[src/hdl/cfb_pkg.sv]
// ----------------------------------------------------------------------------
// Command frame builder package
// Shared types and constants for the controller and the datapath.
// ----------------------------------------------------------------------------
package cfb_pkg;

   // Width of every byte that passes through the block.
   localparam int BYTE_W = 8;

   // Fixed overhead added to the payload count to form the length byte.
   localparam logic [BYTE_W-1:0] LEN_OVERHEAD = 8'd3;

   // Controller states: idle, and one for each part of the outgoing frame.
   typedef enum logic [2:0] {
      ST_IDLE,
      ST_HEADER,
      ST_LENGTH,
      ST_COMMAND,
      ST_PARAM,
      ST_PAYLOAD,
      ST_CHECKSUM
   } state_type;

   // Selects which byte the datapath places on the result port.
   typedef enum logic [2:0] {
      SEL_HEADER,
      SEL_LENGTH,
      SEL_COMMAND,
      SEL_PARAM,
      SEL_PAYLOAD,
      SEL_CHECKSUM
   } sel_type;

   // Commands from the controller to the datapath.
   typedef struct packed {
      logic    take;      // a request is accepted this cycle
      logic    emit;      // register a result byte this cycle
      sel_type sel;       // which byte to register
      logic    rd_start;  // start reading the payload store at entry zero
      logic    advance;   // step to the next payload entry
      logic    clear;     // frame done, clear the payload totals
   } ctrl_cmd_type;

   // Status from the datapath to the controller.
   typedef struct packed {
      logic empty;        // no payload byte collected
      logic final_byte;   // current payload entry is the final one
   } ctrl_status_type;

endpackage

[src/hdl/cfb_ctrl.sv]
// ----------------------------------------------------------------------------
// Command frame builder controller
// Accepts requests and sequences the emission of one frame, byte by byte.
// ----------------------------------------------------------------------------
module cfb_ctrl (
   input  logic                     clock,
   input  logic                     reset,
   input  logic                     start,
   input  logic                     req_last,
   input  cfb_pkg::ctrl_status_type status,
   output cfb_pkg::ctrl_cmd_type    cmd,
   output logic                     busy
);
   import cfb_pkg::*;

   state_type state_ff;
   state_type state_in;

   // State register.
   always_ff @(posedge clock) begin
      if (reset) begin
         state_ff <= ST_IDLE;
      end else begin
         state_ff <= state_in;
      end
   end

   // Next state.
   always_comb begin
      state_in = state_ff;
      case (state_ff)
         ST_IDLE: begin
            if (start && req_last) begin
               state_in = ST_HEADER;
            end
         end
         ST_HEADER:  state_in = ST_LENGTH;
         ST_LENGTH:  state_in = ST_COMMAND;
         ST_COMMAND: state_in = ST_PARAM;
         ST_PARAM:   state_in = ST_PAYLOAD;
         ST_PAYLOAD: begin
            if (status.empty || status.final_byte) begin
               state_in = ST_CHECKSUM;
            end
         end
         ST_CHECKSUM: state_in = ST_IDLE;
         default:     state_in = ST_IDLE;
      endcase
   end

   // Outputs to the datapath.
   always_comb begin
      cmd          = '0;
      cmd.sel      = SEL_HEADER;
      busy         = 1'b1;
      case (state_ff)
         ST_IDLE: begin
            busy     = 1'b0;
            cmd.take = start;
         end
         ST_HEADER: begin
            cmd.emit = 1'b1;
            cmd.sel  = SEL_HEADER;
         end
         ST_LENGTH: begin
            cmd.emit = 1'b1;
            cmd.sel  = SEL_LENGTH;
         end
         ST_COMMAND: begin
            cmd.emit = 1'b1;
            cmd.sel  = SEL_COMMAND;
         end
         ST_PARAM: begin
            cmd.emit     = 1'b1;
            cmd.sel      = SEL_PARAM;
            cmd.rd_start = 1'b1;
         end
         ST_PAYLOAD: begin
            cmd.emit    = 1'b1;
            cmd.sel     = SEL_PAYLOAD;
            cmd.advance = 1'b1;
         end
         ST_CHECKSUM: begin
            cmd.emit  = 1'b1;
            cmd.sel   = SEL_CHECKSUM;
            cmd.clear = 1'b1;
         end
         default: begin
            busy = 1'b0;
         end
      endcase
   end

endmodule

[src/hdl/cfb_datapath.sv]
// ----------------------------------------------------------------------------
// Command frame builder datapath
// Payload store, running count and sum, header register and result register.
// ----------------------------------------------------------------------------
module cfb_datapath #(
   parameter int MAX_PAYLOAD = 59
) (
   input  logic                          clock,
   input  logic                          reset,
   input  cfb_pkg::ctrl_cmd_type         cmd,
   output cfb_pkg::ctrl_status_type      status,
   input  logic [cfb_pkg::BYTE_W-1:0]    req_data_byte,
   input  logic                          req_data_valid,
   input  logic [cfb_pkg::BYTE_W-1:0]    req_command,
   input  logic [cfb_pkg::BYTE_W-1:0]    req_command_param,
   input  logic                          csr_write_enable,
   input  logic [cfb_pkg::BYTE_W-1:0]    csr_write_data,
   output logic                          rsp_strobe,
   output logic [cfb_pkg::BYTE_W-1:0]    rsp_frame_byte,
   output logic                          rsp_frame_end
);
   import cfb_pkg::*;

   localparam int CNT_W  = $clog2(MAX_PAYLOAD + 1);
   localparam int ADDR_W = (MAX_PAYLOAD > 1) ? $clog2(MAX_PAYLOAD) : 1;

   logic [BYTE_W-1:0] payload_store [MAX_PAYLOAD];

   logic [CNT_W-1:0]  count_ff,  count_in;
   logic [BYTE_W-1:0] sum_ff,    sum_in;
   logic              ended_ff,  ended_in;
   logic [BYTE_W-1:0] header_ff;
   logic [BYTE_W-1:0] command_ff;
   logic [BYTE_W-1:0] param_ff;
   logic [CNT_W-1:0]  idx_ff,    idx_in;
   logic [BYTE_W-1:0] rd_data_ff;
   logic              strobe_ff;
   logic [BYTE_W-1:0] byte_ff,   byte_in;
   logic              end_ff;

   logic              store_byte;
   logic [CNT_W-1:0]  idx_next;
   logic              rd_en;
   logic [ADDR_W-1:0] rd_addr;
   logic [BYTE_W-1:0] length;
   logic [BYTE_W-1:0] total;

   // A valid nonzero byte is stored while the payload is open and not full.
   assign store_byte = cmd.take && req_data_valid && !ended_ff &&
                       (req_data_byte != '0) && (count_ff < CNT_W'(MAX_PAYLOAD));

   // Next values of the payload totals.
   always_comb begin
      count_in = count_ff;
      sum_in   = sum_ff;
      ended_in = ended_ff;
      if (cmd.clear) begin
         count_in = '0;
         sum_in   = '0;
         ended_in = 1'b0;
      end else if (cmd.take && req_data_valid && !ended_ff) begin
         if (req_data_byte == '0) begin
            ended_in = 1'b1;
         end else if (store_byte) begin
            count_in = count_ff + 1'b1;
            sum_in   = sum_ff + req_data_byte;
         end
      end
   end

   // Control registers: totals, the header marker and the result strobe.
   always_ff @(posedge clock) begin
      if (reset) begin
         count_ff  <= '0;
         sum_ff    <= '0;
         ended_ff  <= 1'b0;
         header_ff <= '0;
         strobe_ff <= 1'b0;
      end else begin
         count_ff  <= count_in;
         sum_ff    <= sum_in;
         ended_ff  <= ended_in;
         strobe_ff <= cmd.emit;
         if (csr_write_enable) begin
            header_ff <= csr_write_data;
         end
      end
   end

   // Command and parameter are held from the accepted request.
   always_ff @(posedge clock) begin
      if (cmd.take) begin
         command_ff <= req_command;
         param_ff   <= req_command_param;
      end
   end

   // Payload store write.
   always_ff @(posedge clock) begin
      if (store_byte) begin
         payload_store[count_ff[ADDR_W-1:0]] <= req_data_byte;
      end
   end

   // Read pointer: entry zero is fetched during the parameter byte, ahead of the payload.
   assign idx_next = idx_ff + 1'b1;
   assign rd_en    = cmd.rd_start || (cmd.advance && (idx_next < count_ff));
   assign rd_addr  = cmd.rd_start ? '0 : idx_next[ADDR_W-1:0];

   always_comb begin
      idx_in = idx_ff;
      if (cmd.rd_start) begin
         idx_in = '0;
      end else if (cmd.advance) begin
         idx_in = idx_next;
      end
   end

   always_ff @(posedge clock) begin
      idx_ff <= idx_in;
      if (rd_en) begin
         rd_data_ff <= payload_store[rd_addr];
      end
   end

   // Status back to the controller.
   assign status.empty      = (count_ff == '0);
   assign status.final_byte = (idx_next >= count_ff);

   // Length byte and checksum.
   assign length = LEN_OVERHEAD + (status.empty ? BYTE_W'(1) : BYTE_W'(count_ff));
   assign total  = length + command_ff + param_ff + sum_ff;

   // Byte selection for the result register.
   always_comb begin
      case (cmd.sel)
         SEL_HEADER:   byte_in = header_ff;
         SEL_LENGTH:   byte_in = length;
         SEL_COMMAND:  byte_in = command_ff;
         SEL_PARAM:    byte_in = param_ff;
         SEL_PAYLOAD:  byte_in = status.empty ? '0 : rd_data_ff;
         SEL_CHECKSUM: byte_in = '0 - total;
         default:      byte_in = '0;
      endcase
   end

   // Result register.
   always_ff @(posedge clock) begin
      byte_ff <= byte_in;
      end_ff  <= (cmd.sel == SEL_CHECKSUM);
   end

   assign rsp_strobe     = strobe_ff;
   assign rsp_frame_byte = byte_ff;
   assign rsp_frame_end  = end_ff;

endmodule

[src/hdl/command_frame_builder_unit.sv]
// Payload requests are taken one per cycle while busy is low.
// A request marked last starts a frame of 5 + max(count, 1) bytes, one per cycle;
// the header byte is strobed once the request has passed the state register and
// the result register, and busy stays high while the controller sequences the frame.
// Synchronous reset clears the payload totals, the header marker and the strobe.
// Results are strobed for one cycle each; the receiver cannot stall them.
// ----------------------------------------------------------------------------
// Command frame builder
// Collects payload bytes and emits a framed command with length and checksum.
// ----------------------------------------------------------------------------
module command_frame_builder_unit #(
   parameter int MAX_PAYLOAD = 59
) (
   input  logic                       clock,
   input  logic                       reset,
   input  logic                       start,
   output logic                       busy,
   input  logic [cfb_pkg::BYTE_W-1:0] req_data_byte,
   input  logic                       req_data_valid,
   input  logic                       req_last,
   input  logic [cfb_pkg::BYTE_W-1:0] req_command,
   input  logic [cfb_pkg::BYTE_W-1:0] req_command_param,
   input  logic                       csr_write_enable,
   input  logic [cfb_pkg::BYTE_W-1:0] csr_write_data,
   output logic                       rsp_strobe,
   output logic [cfb_pkg::BYTE_W-1:0] rsp_frame_byte,
   output logic                       rsp_frame_end
);
   import cfb_pkg::*;

   ctrl_cmd_type    cmd;
   ctrl_status_type status;

   // Frame sequencer.
   cfb_ctrl u_ctrl (
      .clock    (clock),
      .reset    (reset),
      .start    (start),
      .req_last (req_last),
      .status   (status),
      .cmd      (cmd),
      .busy     (busy)
   );

   // Payload store and result path.
   cfb_datapath #(
      .MAX_PAYLOAD (MAX_PAYLOAD)
   ) u_datapath (
      .clock             (clock),
      .reset             (reset),
      .cmd               (cmd),
      .status            (status),
      .req_data_byte     (req_data_byte),
      .req_data_valid    (req_data_valid),
      .req_command       (req_command),
      .req_command_param (req_command_param),
      .csr_write_enable  (csr_write_enable),
      .csr_write_data    (csr_write_data),
      .rsp_strobe        (rsp_strobe),
      .rsp_frame_byte    (rsp_frame_byte),
      .rsp_frame_end     (rsp_frame_end)
   );

endmodule

[config.mk]
export PLATFORM = sky130hd
export DESIGN_NAME = command_frame_builder_unit
export DESIGN_NICKNAME = d
export VERILOG_FILES = /design/src/hdl/cfb_pkg.sv /design/src/hdl/cfb_ctrl.sv /design/src/hdl/cfb_datapath.sv /design/src/hdl/command_frame_builder_unit.sv
export SDC_FILE = /design/constraint.sdc
export NUM_CORES = 1
export LEC_CHECK = 0
export BUFFER_PORTS_ARGS = -buffer_cell sky130_fd_sc_hd__buf_4
export CAP_MARGIN = 20
export CORE_AREA = 2 2 239 182
export CTS_BUF_LIST = sky130_fd_sc_hd__clkbuf_2 sky130_fd_sc_hd__clkbuf_4 sky130_fd_sc_hd__clkbuf_8
export DETAILED_ROUTE_END_ITERATION = 10
export DIE_AREA = 0 0 241 184
export GPL_ROUTABILITY_DRIVEN = 1
export HOLD_SLACK_MARGIN = 0.12
export PLACE_DENSITY = 0.81
export SKIP_CTS_REPAIR_TIMING = 1
export SLEW_MARGIN = 5
export SYNTH_ARGS = -nofsm -noshare
export SYNTH_HDL_FRONTEND = slang
export SYNTH_SLANG_ARGS = --single-unit
export TNS_END_PERCENT = 100
[constraint.sdc]
create_clock -name clock -period 7 [get_ports clock]
set_clock_uncertainty 0.15 [all_clocks]
set_input_delay 0.7 -clock clock [delete_from_list [all_inputs] [get_ports clock]]
set_output_delay 0.7 -clock clock [all_outputs]
set_load 0.02 [all_outputs]
==> implementation parameters, run 1 <==
Parameter                              Value

Power
  Power per standard cell area    280 nW/um^2
  Static Leak    8.21 nW
  Worst IR Drop VDD    194 uV

Timing
  Pins Over Slew Limit    0
  Setup repair after global routing missed its margin    false
  Period Utilization, post-route    0.687
  Worst setup slack after layout    2.19 ns
  Fin. Hold Viols    0
  Worst-margin pin slew    1.12 ns
  Total negative slack    0 ns
  Minimum period implied by the final worst setup slack    4.81 ns
  Worst slew margin    0.250
  Number of endpoints failing setup at the final stage    0
  Maximum operating frequency    208 MHz

Die
  Placeable Area    41800 sq um
  Die Ht    184 microns
  Total Die Area    44300 sq um
  Top-level port count    49
  Die width    241 microns
  Initial Util    0.545
  Standard-cell row count    65

Clock tree
  CTS sink cnt    538
  Total number of H-tree levels    3
  Register clock-pin slew on the reported worst setup and hold paths    0.06 ns
  Number of buffers on the longest clock path    3
  Insertion delay to the later sink of the worst-skew pair    0.65 ns
  Root buffer selected by CTS    clkbuf_8
  CTS tree    built
  Total clock buffers created by CTS    80

Critical path
  Kind of cell adding the most delay to the critical path    adder cells
  Combined buffer and inverter count along the critical path    4
  Crit-path max cell delay    0.58 ns
  Reg-to-reg critical path endpoint    u_datapath.rsp_frame_byte[4]$_DFF_P_
  Type of element capturing the critical path    flip-flop
  Ordered list of cells on the worst path    inv_2 -> nand3_1 -> nor3b_1 -> nor2_1 -> ha_1 -> inv_1 -> fa_1 -> fa_1 -> inv_1 -> ha_1 -> inv_1 -> fa_1 -> xor2_1 -> o21ai_0 -> a31oi_1 -> o21ai_0 -> a221o_1
  Crit Reg-Reg Startpoint    u_datapath.count_ff[3]$_SDFFE_PP0P_
  Critical path start-end classification    reg2reg
  Standard cell with the maximum stage delay on the critical path    nor3b_1
  CP Data Arrival Time    5.19 ns
  Kind of start point of the critical path    flip-flop
  Crit path max fanout    9
  Reg-to-reg slack, setup    2.19 ns
  Number of cell instances on the worst register-to-register path    17
  Critical Path RT    7.38 ns

Final layout
  Most frequent cells in the layout    496 x edfxtp_1, 146 x nor2_1, 94 x nand2_1
  Most common library cell in the layout ignoring fill and taps    edfxtp_1
  Area growth, synth to finish    11.2%
  Filler instances    3092
  Layout cells sized above 1    0.149
  Fin nets    1737

Synth
  Post-synth EDFFs    496
  Synth Warn #    0
  Number of instances in the synthesized netlist    1575
  Post-synth design cell area    22800 sq um
  Post-Syn Nets    1657
  Total of flip-flops plus latches after synthesis    538
  Fraction of registers with async set or reset after synthesis    0
  Most common flop cell mapped by yosys    edfxtp_1
  Number of distinct library cells after synthesis    79
  Area share of the largest cell type after synthesis    0.653
  Cell taking the most area after synthesis    edfxtp_1
  Mean cell area of the mapped netlist    14.5 sq um
  Share of synthesized area occupied by flip-flops and latches    0.690
  Top post-synthesis cells by area    edfxtp_1 65%, dfxtp_1 3.7%, mux2i_1 3.3%, nor2_1 2.4%, mux4_2 2.2%

Worst hold path
  Min-Delay Path Class    in2reg
  Cell depth of the worst min-delay path    3
  Hold path startpoint    csr_write_data[7]
  Endpoint, Worst Hold    u_datapath.header_ff[7]$_SDFFE_PP0P_

Placed design
  Gp weighted congestion    0.945
  Number of buffers added on ports    48
  HPWL reported at the end of detailed placement    38.5 mm
  Worst setup timing slack at the placement stage    2.34 ns

GRT
  Global-route wire length before repair    91.5 mm
  Via count of the first global-routing pass    14.6k
  Remaining Overflow, GRT    0
  Initial antenna violation count    1
  Overall global routing resource usage    0.282
  Largest net degree at the start of global routing    68

Route
  Residual DRC count    0
  Number of nets with antenna violations after routing    0
  Pre-antenna DRT Iters    6
  DR WL/cell    27.0 microns
  Average via count per standard cell    6.59
  Routed WL    61.8 mm
  Vias    15.1k
  First DRT Iteration DRCs    2491

Flow run
  Max-cap viol count    0

Status
  Outcome    completed
==> routing by layer <==
metal	up-vias	share of wire	GRT usage
met4	0	0.029	0.0909
li1	6305	-	-
met3	166	0.15	0.0979
met2	1156	0.43	0.401
met1	7460	0.39	0.408
met5	-	0	0
==> kinds of logic (layout without fill, tap and decap cells) <==
group,Yosys count,in the layout,share of synthesized area
other,0,3,0
buffers and inverters,141,283,0.0284
adder cells (fa/ha/maj),44,44,0.0291
XOR/XNOR,29,29,0.0118
AO/OA/AOI/OAI,344,344,0.105
flip-flops,538,538,0.690
AND/OR/NAND/NOR,366,366,0.0730
multiplexers,113,113,0.0626
==> worst max-delay path by stage <==
stage / startpoint / to / slack, ns / depth (start not counted)
3_3_place_gp: u_datapath.count_ff[3]$_SDFFE_PP0P_ / u_datapath.rsp_frame_byte[4]$_DFF_P_ / 2.56 / 17
2_1_floorplan: u_datapath.count_ff[3]$_SDFFE_PP0P_ / u_datapath.rsp_frame_byte[4]$_DFF_P_ / 2.87 / 18
4_1_cts: u_datapath.count_ff[3]$_SDFFE_PP0P_ / u_datapath.rsp_frame_byte[4]$_DFF_P_ / 2.32 / 17
6_report: u_datapath.count_ff[3]$_SDFFE_PP0P_ / u_datapath.rsp_frame_byte[4]$_DFF_P_ / 2.19 / 17
5_1_grt: u_datapath.count_ff[3]$_SDFFE_PP0P_ / u_datapath.rsp_frame_byte[4]$_DFF_P_ / 1.94 / 17
3_5_place_dp: u_datapath.count_ff[3]$_SDFFE_PP0P_ / u_datapath.rsp_frame_byte[4]$_DFF_P_ / 2.34 / 17
==> state kept, by name (all words and copies together) (netlist names) <==
register / flops
u_datapath.payload_store: 472
u_datapath.rsp_frame_byte: 8
u_datapath.header_ff: 8
u_datapath.sum_ff: 8
u_datapath.ended_ff: 1
u_datapath.rsp_strobe: 1
u_datapath.command_ff: 8
u_datapath.param_ff: 8
u_ctrl.state_ff: 3
u_datapath.idx_ff: 6
u_datapath.count_ff: 6
u_datapath.rd_data_ff: 8
u_datapath.rsp_frame_end: 1
==> worst reg2reg max path: stages (launching register included) <==
cell	delay, ns
dfxtp_1	0.39
inv_2	0.18
nand3_1	0.36
nor3b_1	0.58
nor2_1	0.19
ha_1	0.35
inv_1	0.07
fa_1	0.44
fa_1	0.46
inv_1	0.06
ha_1	0.15
inv_1	0.06
fa_1	0.46
xor2_1	0.14
o21ai_0	0.09
a31oi_1	0.14
o21ai_0	0.13
a221o_1	0.30
==> synthesized netlist by cell type (21+ instances only) <==
cell type  count
clkbuf_1      36
mux4_2        22
dfxtp_1       42
ha_1          29
mux2i_1       76
buf_2         42
inv_1         43
nand2_1       94
edfxtp_1     496
nor2_1       147
o21ai_0       61
xnor2_1       21
o221ai_1      42
nand3_1       46
a21oi_1       65
==> stage by stage <==
stage	util	total power, mW	instances	cell area (sq um)	hold WS, ns
after floorplan	-	4.33	1575	22800	0.274
after global placement	0.566	4.63	2124	23600	0.336
after detailed placement	0.566	4.66	2124	23600	0.333
after CTS	0.602	7.08	2268	25200	0.0557
after global routing	0.606	7.33	2286	25300	0.152
final	0.607	7.11	2289	25400	0.155
==> layout make-up <==
class / instances / area, sq um / area share
Sequential cell: 538 / 15700 / 0.621
Multi-Input combinational cell: 896 / 6460 / 0.255
Clock buffer: 114 / 1380 / 0.0545
Timing Repair Buffer: 92 / 726 / 0.0286
Tap cell: 569 / 712 / 0.0281
Inverter: 47 / 176 / 0.00696
Clock inverter: 30 / 153 / 0.00602
Antenna cell: 3 / 7.51 / 0.000296
==> power breakdown <==
group          switching (mW)  internal (mW)  leakage [nW]
clock network            1.20           1.28         0.813
logic                   0.657          0.381          2.59
registers              0.0510           3.54          4.81
total                    1.91           5.20          8.21
No activity file was read; power rests on OpenSTA's default activity.
==> inputs of run 2 (changes only) <==
PLACE_DENSITY = 0.83   (was 0.81)
clock period = 3.86 ns   (was 7 ns; I/O delays follow)
==> implementation parameters, run 2 (synthesis gave the netlist of run 1 again) <==
Parameter                              Value

Critical path
  Most prevalent standard cell on the critical path    inv_1
  Critical Path RT    4.26 ns
  Standard cell with the maximum stage delay on the critical path    fa_2
  Crit Reg-Reg Startpoint    u_datapath.count_ff[0]$_SDFFE_PP0P_
  Crit path max fanout    3
  Reg-to-reg critical path endpoint    u_datapath.rsp_frame_byte[3]$_DFF_P_
  Ordered list of cells on the worst path    inv_2 -> ha_1 -> nor3b_4 -> nand2b_4 -> ha_4 -> inv_1 -> fa_2 -> fa_1 -> inv_1 -> ha_2 -> inv_1 -> fa_2 -> mux2i_1 -> a22oi_1 -> a21oi_1 -> a221o_1
  Crit-path max cell delay    0.51 ns
  Number of cell instances on the worst register-to-register path    16
  Kind of start point of the critical path    flip-flop
  Reg-to-reg slack, setup    0.19 ns
  Type of element capturing the critical path    flip-flop
  Critical path start-end classification    reg2reg
  CP Data Arrival Time    4.06 ns

GRT
  Largest net degree at the start of global routing    73
  Remaining Overflow, GRT    0
  Overall global routing resource usage    0.284
  Global-route wire length before repair    92.1 mm
  Initial antenna violation count    1
  Via count of the first global-routing pass    14.8k

Die
  Die Ht    184 microns
  Die width    241 microns
  Total Die Area    44300 sq um
  Top-level port count    49
  Placeable Area    41800 sq um
  Standard-cell row count    65
  Initial Util    0.545

Placed design
  Post-Place Cell Area    24500 sq um
  Gp weighted congestion    0.980
  Worst setup timing slack at the placement stage    0.00824 ns
  HPWL reported at the end of detailed placement    40.1 mm
  Number of buffers added on ports    48

Route
  First DRT Iteration DRCs    2628
  DR WL/cell    25.9 microns
  Vias    15.6k
  Average via count per standard cell    6.46
  Number of nets with antenna violations after routing    0
  Pre-antenna DRT Iters    7
  Residual DRC count    0
  Routed WL    62.6 mm

Clock tree
  Total clock buffers created by CTS    81
  Register clock-pin slew on the reported worst setup and hold paths    0.07 ns
  Root buffer selected by CTS    clkbuf_8
  CTS tree    built
  CTS sink cnt    538
  Insertion delay to the later sink of the worst-skew pair    0.66 ns
  Number of buffers on the longest clock path    3
  Total number of H-tree levels    3

Worst hold path
  Hold path startpoint    req_data_byte[7]
  Min-Delay Path Class    in2reg
  Cell depth of the worst min-delay path    2
  Endpoint, Worst Hold    u_datapath.payload_store[37][7]$_DFFE_PP_

Final layout
  Filler instances    2914
  Most common library cell in the layout ignoring fill and taps    edfxtp_1
  Antenna fix cells    0
  Fin nets    1867
  Total area of sequential cells    15700 sq um
  Area of the multi-input gates    6560 sq um
  Layout cells sized above 1    0.200
  Most frequent cells in the layout    496 x edfxtp_1, 170 x buf_4, 145 x nor2_1
  Final design instance area without fill    26500 sq um
  Area growth, synth to finish    16.4%
  Flip-flop count of the largest register, all copies and words added    472

Flow run
  Max-cap viol count    0

Timing
  Number of endpoints failing setup at the final stage    0
  Worst setup slack after layout    0.195 ns
  Tightest hold margin    0.260 ns
  Setup repair after global routing missed its margin    false
  Minimum period implied by the final worst setup slack    3.67 ns
  Maximum operating frequency    273 MHz
  Worst-margin pin slew    1.01 ns
  Fin. Hold Viols    0
  Pins Over Slew Limit    0
  Worst slew margin    0.316
  Period Utilization, post-route    0.949

Power
  Power per standard cell area    494 nW/um^2
  Worst IR Drop VDD    505 uV
  Static Leak    8.90 nW

Status
  Outcome    completed
## run 2: where the power goes
part | switching [mW] | total [mW] | internal [mW]
registers | 0.0459 | 6.47 | 6.43
clock network | 2.19 | 4.52 | 2.33
logic | 1.31 | 2.12 | 0.818
## run 2: worst max-delay path by stage
stage / from / end / slack [ns] / cells after the start
6_report: u_datapath.count_ff[0]$_SDFFE_PP0P_ / u_datapath.rsp_frame_byte[3]$_DFF_P_ / 0.19 / 16
3_3_place_gp: u_datapath.count_ff[0]$_SDFFE_PP0P_ / u_datapath.rsp_frame_byte[4]$_DFF_P_ / 0.06 / 17
5_1_grt: u_datapath.count_ff[0]$_SDFFE_PP0P_ / u_datapath.rsp_frame_byte[4]$_DFF_P_ / 0.005 / 17
4_1_cts: u_datapath.count_ff[0]$_SDFFE_PP0P_ / u_datapath.rsp_frame_byte[4]$_DFF_P_ / -0.002 / 17
3_5_place_dp: u_datapath.count_ff[0]$_SDFFE_PP0P_ / u_datapath.rsp_frame_byte[3]$_DFF_P_ / 0.008 / 16
2_1_floorplan: u_datapath.count_ff[0]$_SDFFE_PP0P_ / u_datapath.rsp_frame_byte[3]$_DFF_P_ / 0.02 / 17
## run 2: area by class of cell
cell class,count,area share
timing repair buffer,221,0.0688
multi-input combinational,896,0.247
inverter,47,0.00665
sequential,538,0.593
clock buffer,110,0.0504
clock inverter,31,0.00740
tap,569,0.0268
## run 2: per-layer routing
layer	global-route usage	vias to the layer above	wire, microns
met3	0.100	212	9300
met1	0.407	7606	23900
met4	0.0948	2	2340
met5	0	-	13
li1	-	6561	-
met2	0.405	1212	27000
## run 2: critical path: cells and delay by family, from the launching register on
family / cells / cell delay (ns)
compound gates: 3 / 0.52
mux: 1 / 0.06
buf+inv: 4 / 0.22
fa+ha+maj: 6 / 1.96
simple gates: 2 / 0.31
flops: 1 / 0.34
## run 2: per-stage QoR
stage	util	TNS, ns	cells	power, mW
after floorplan	-	0	1575	7.87
final	0.635	0	2412	13.1
after detailed placement	0.585	0	2223	8.56
after global placement	0.585	0	2223	8.51
after CTS	0.622	-0.00223	2364	13.0
after global routing	0.635	0	2412	13.5
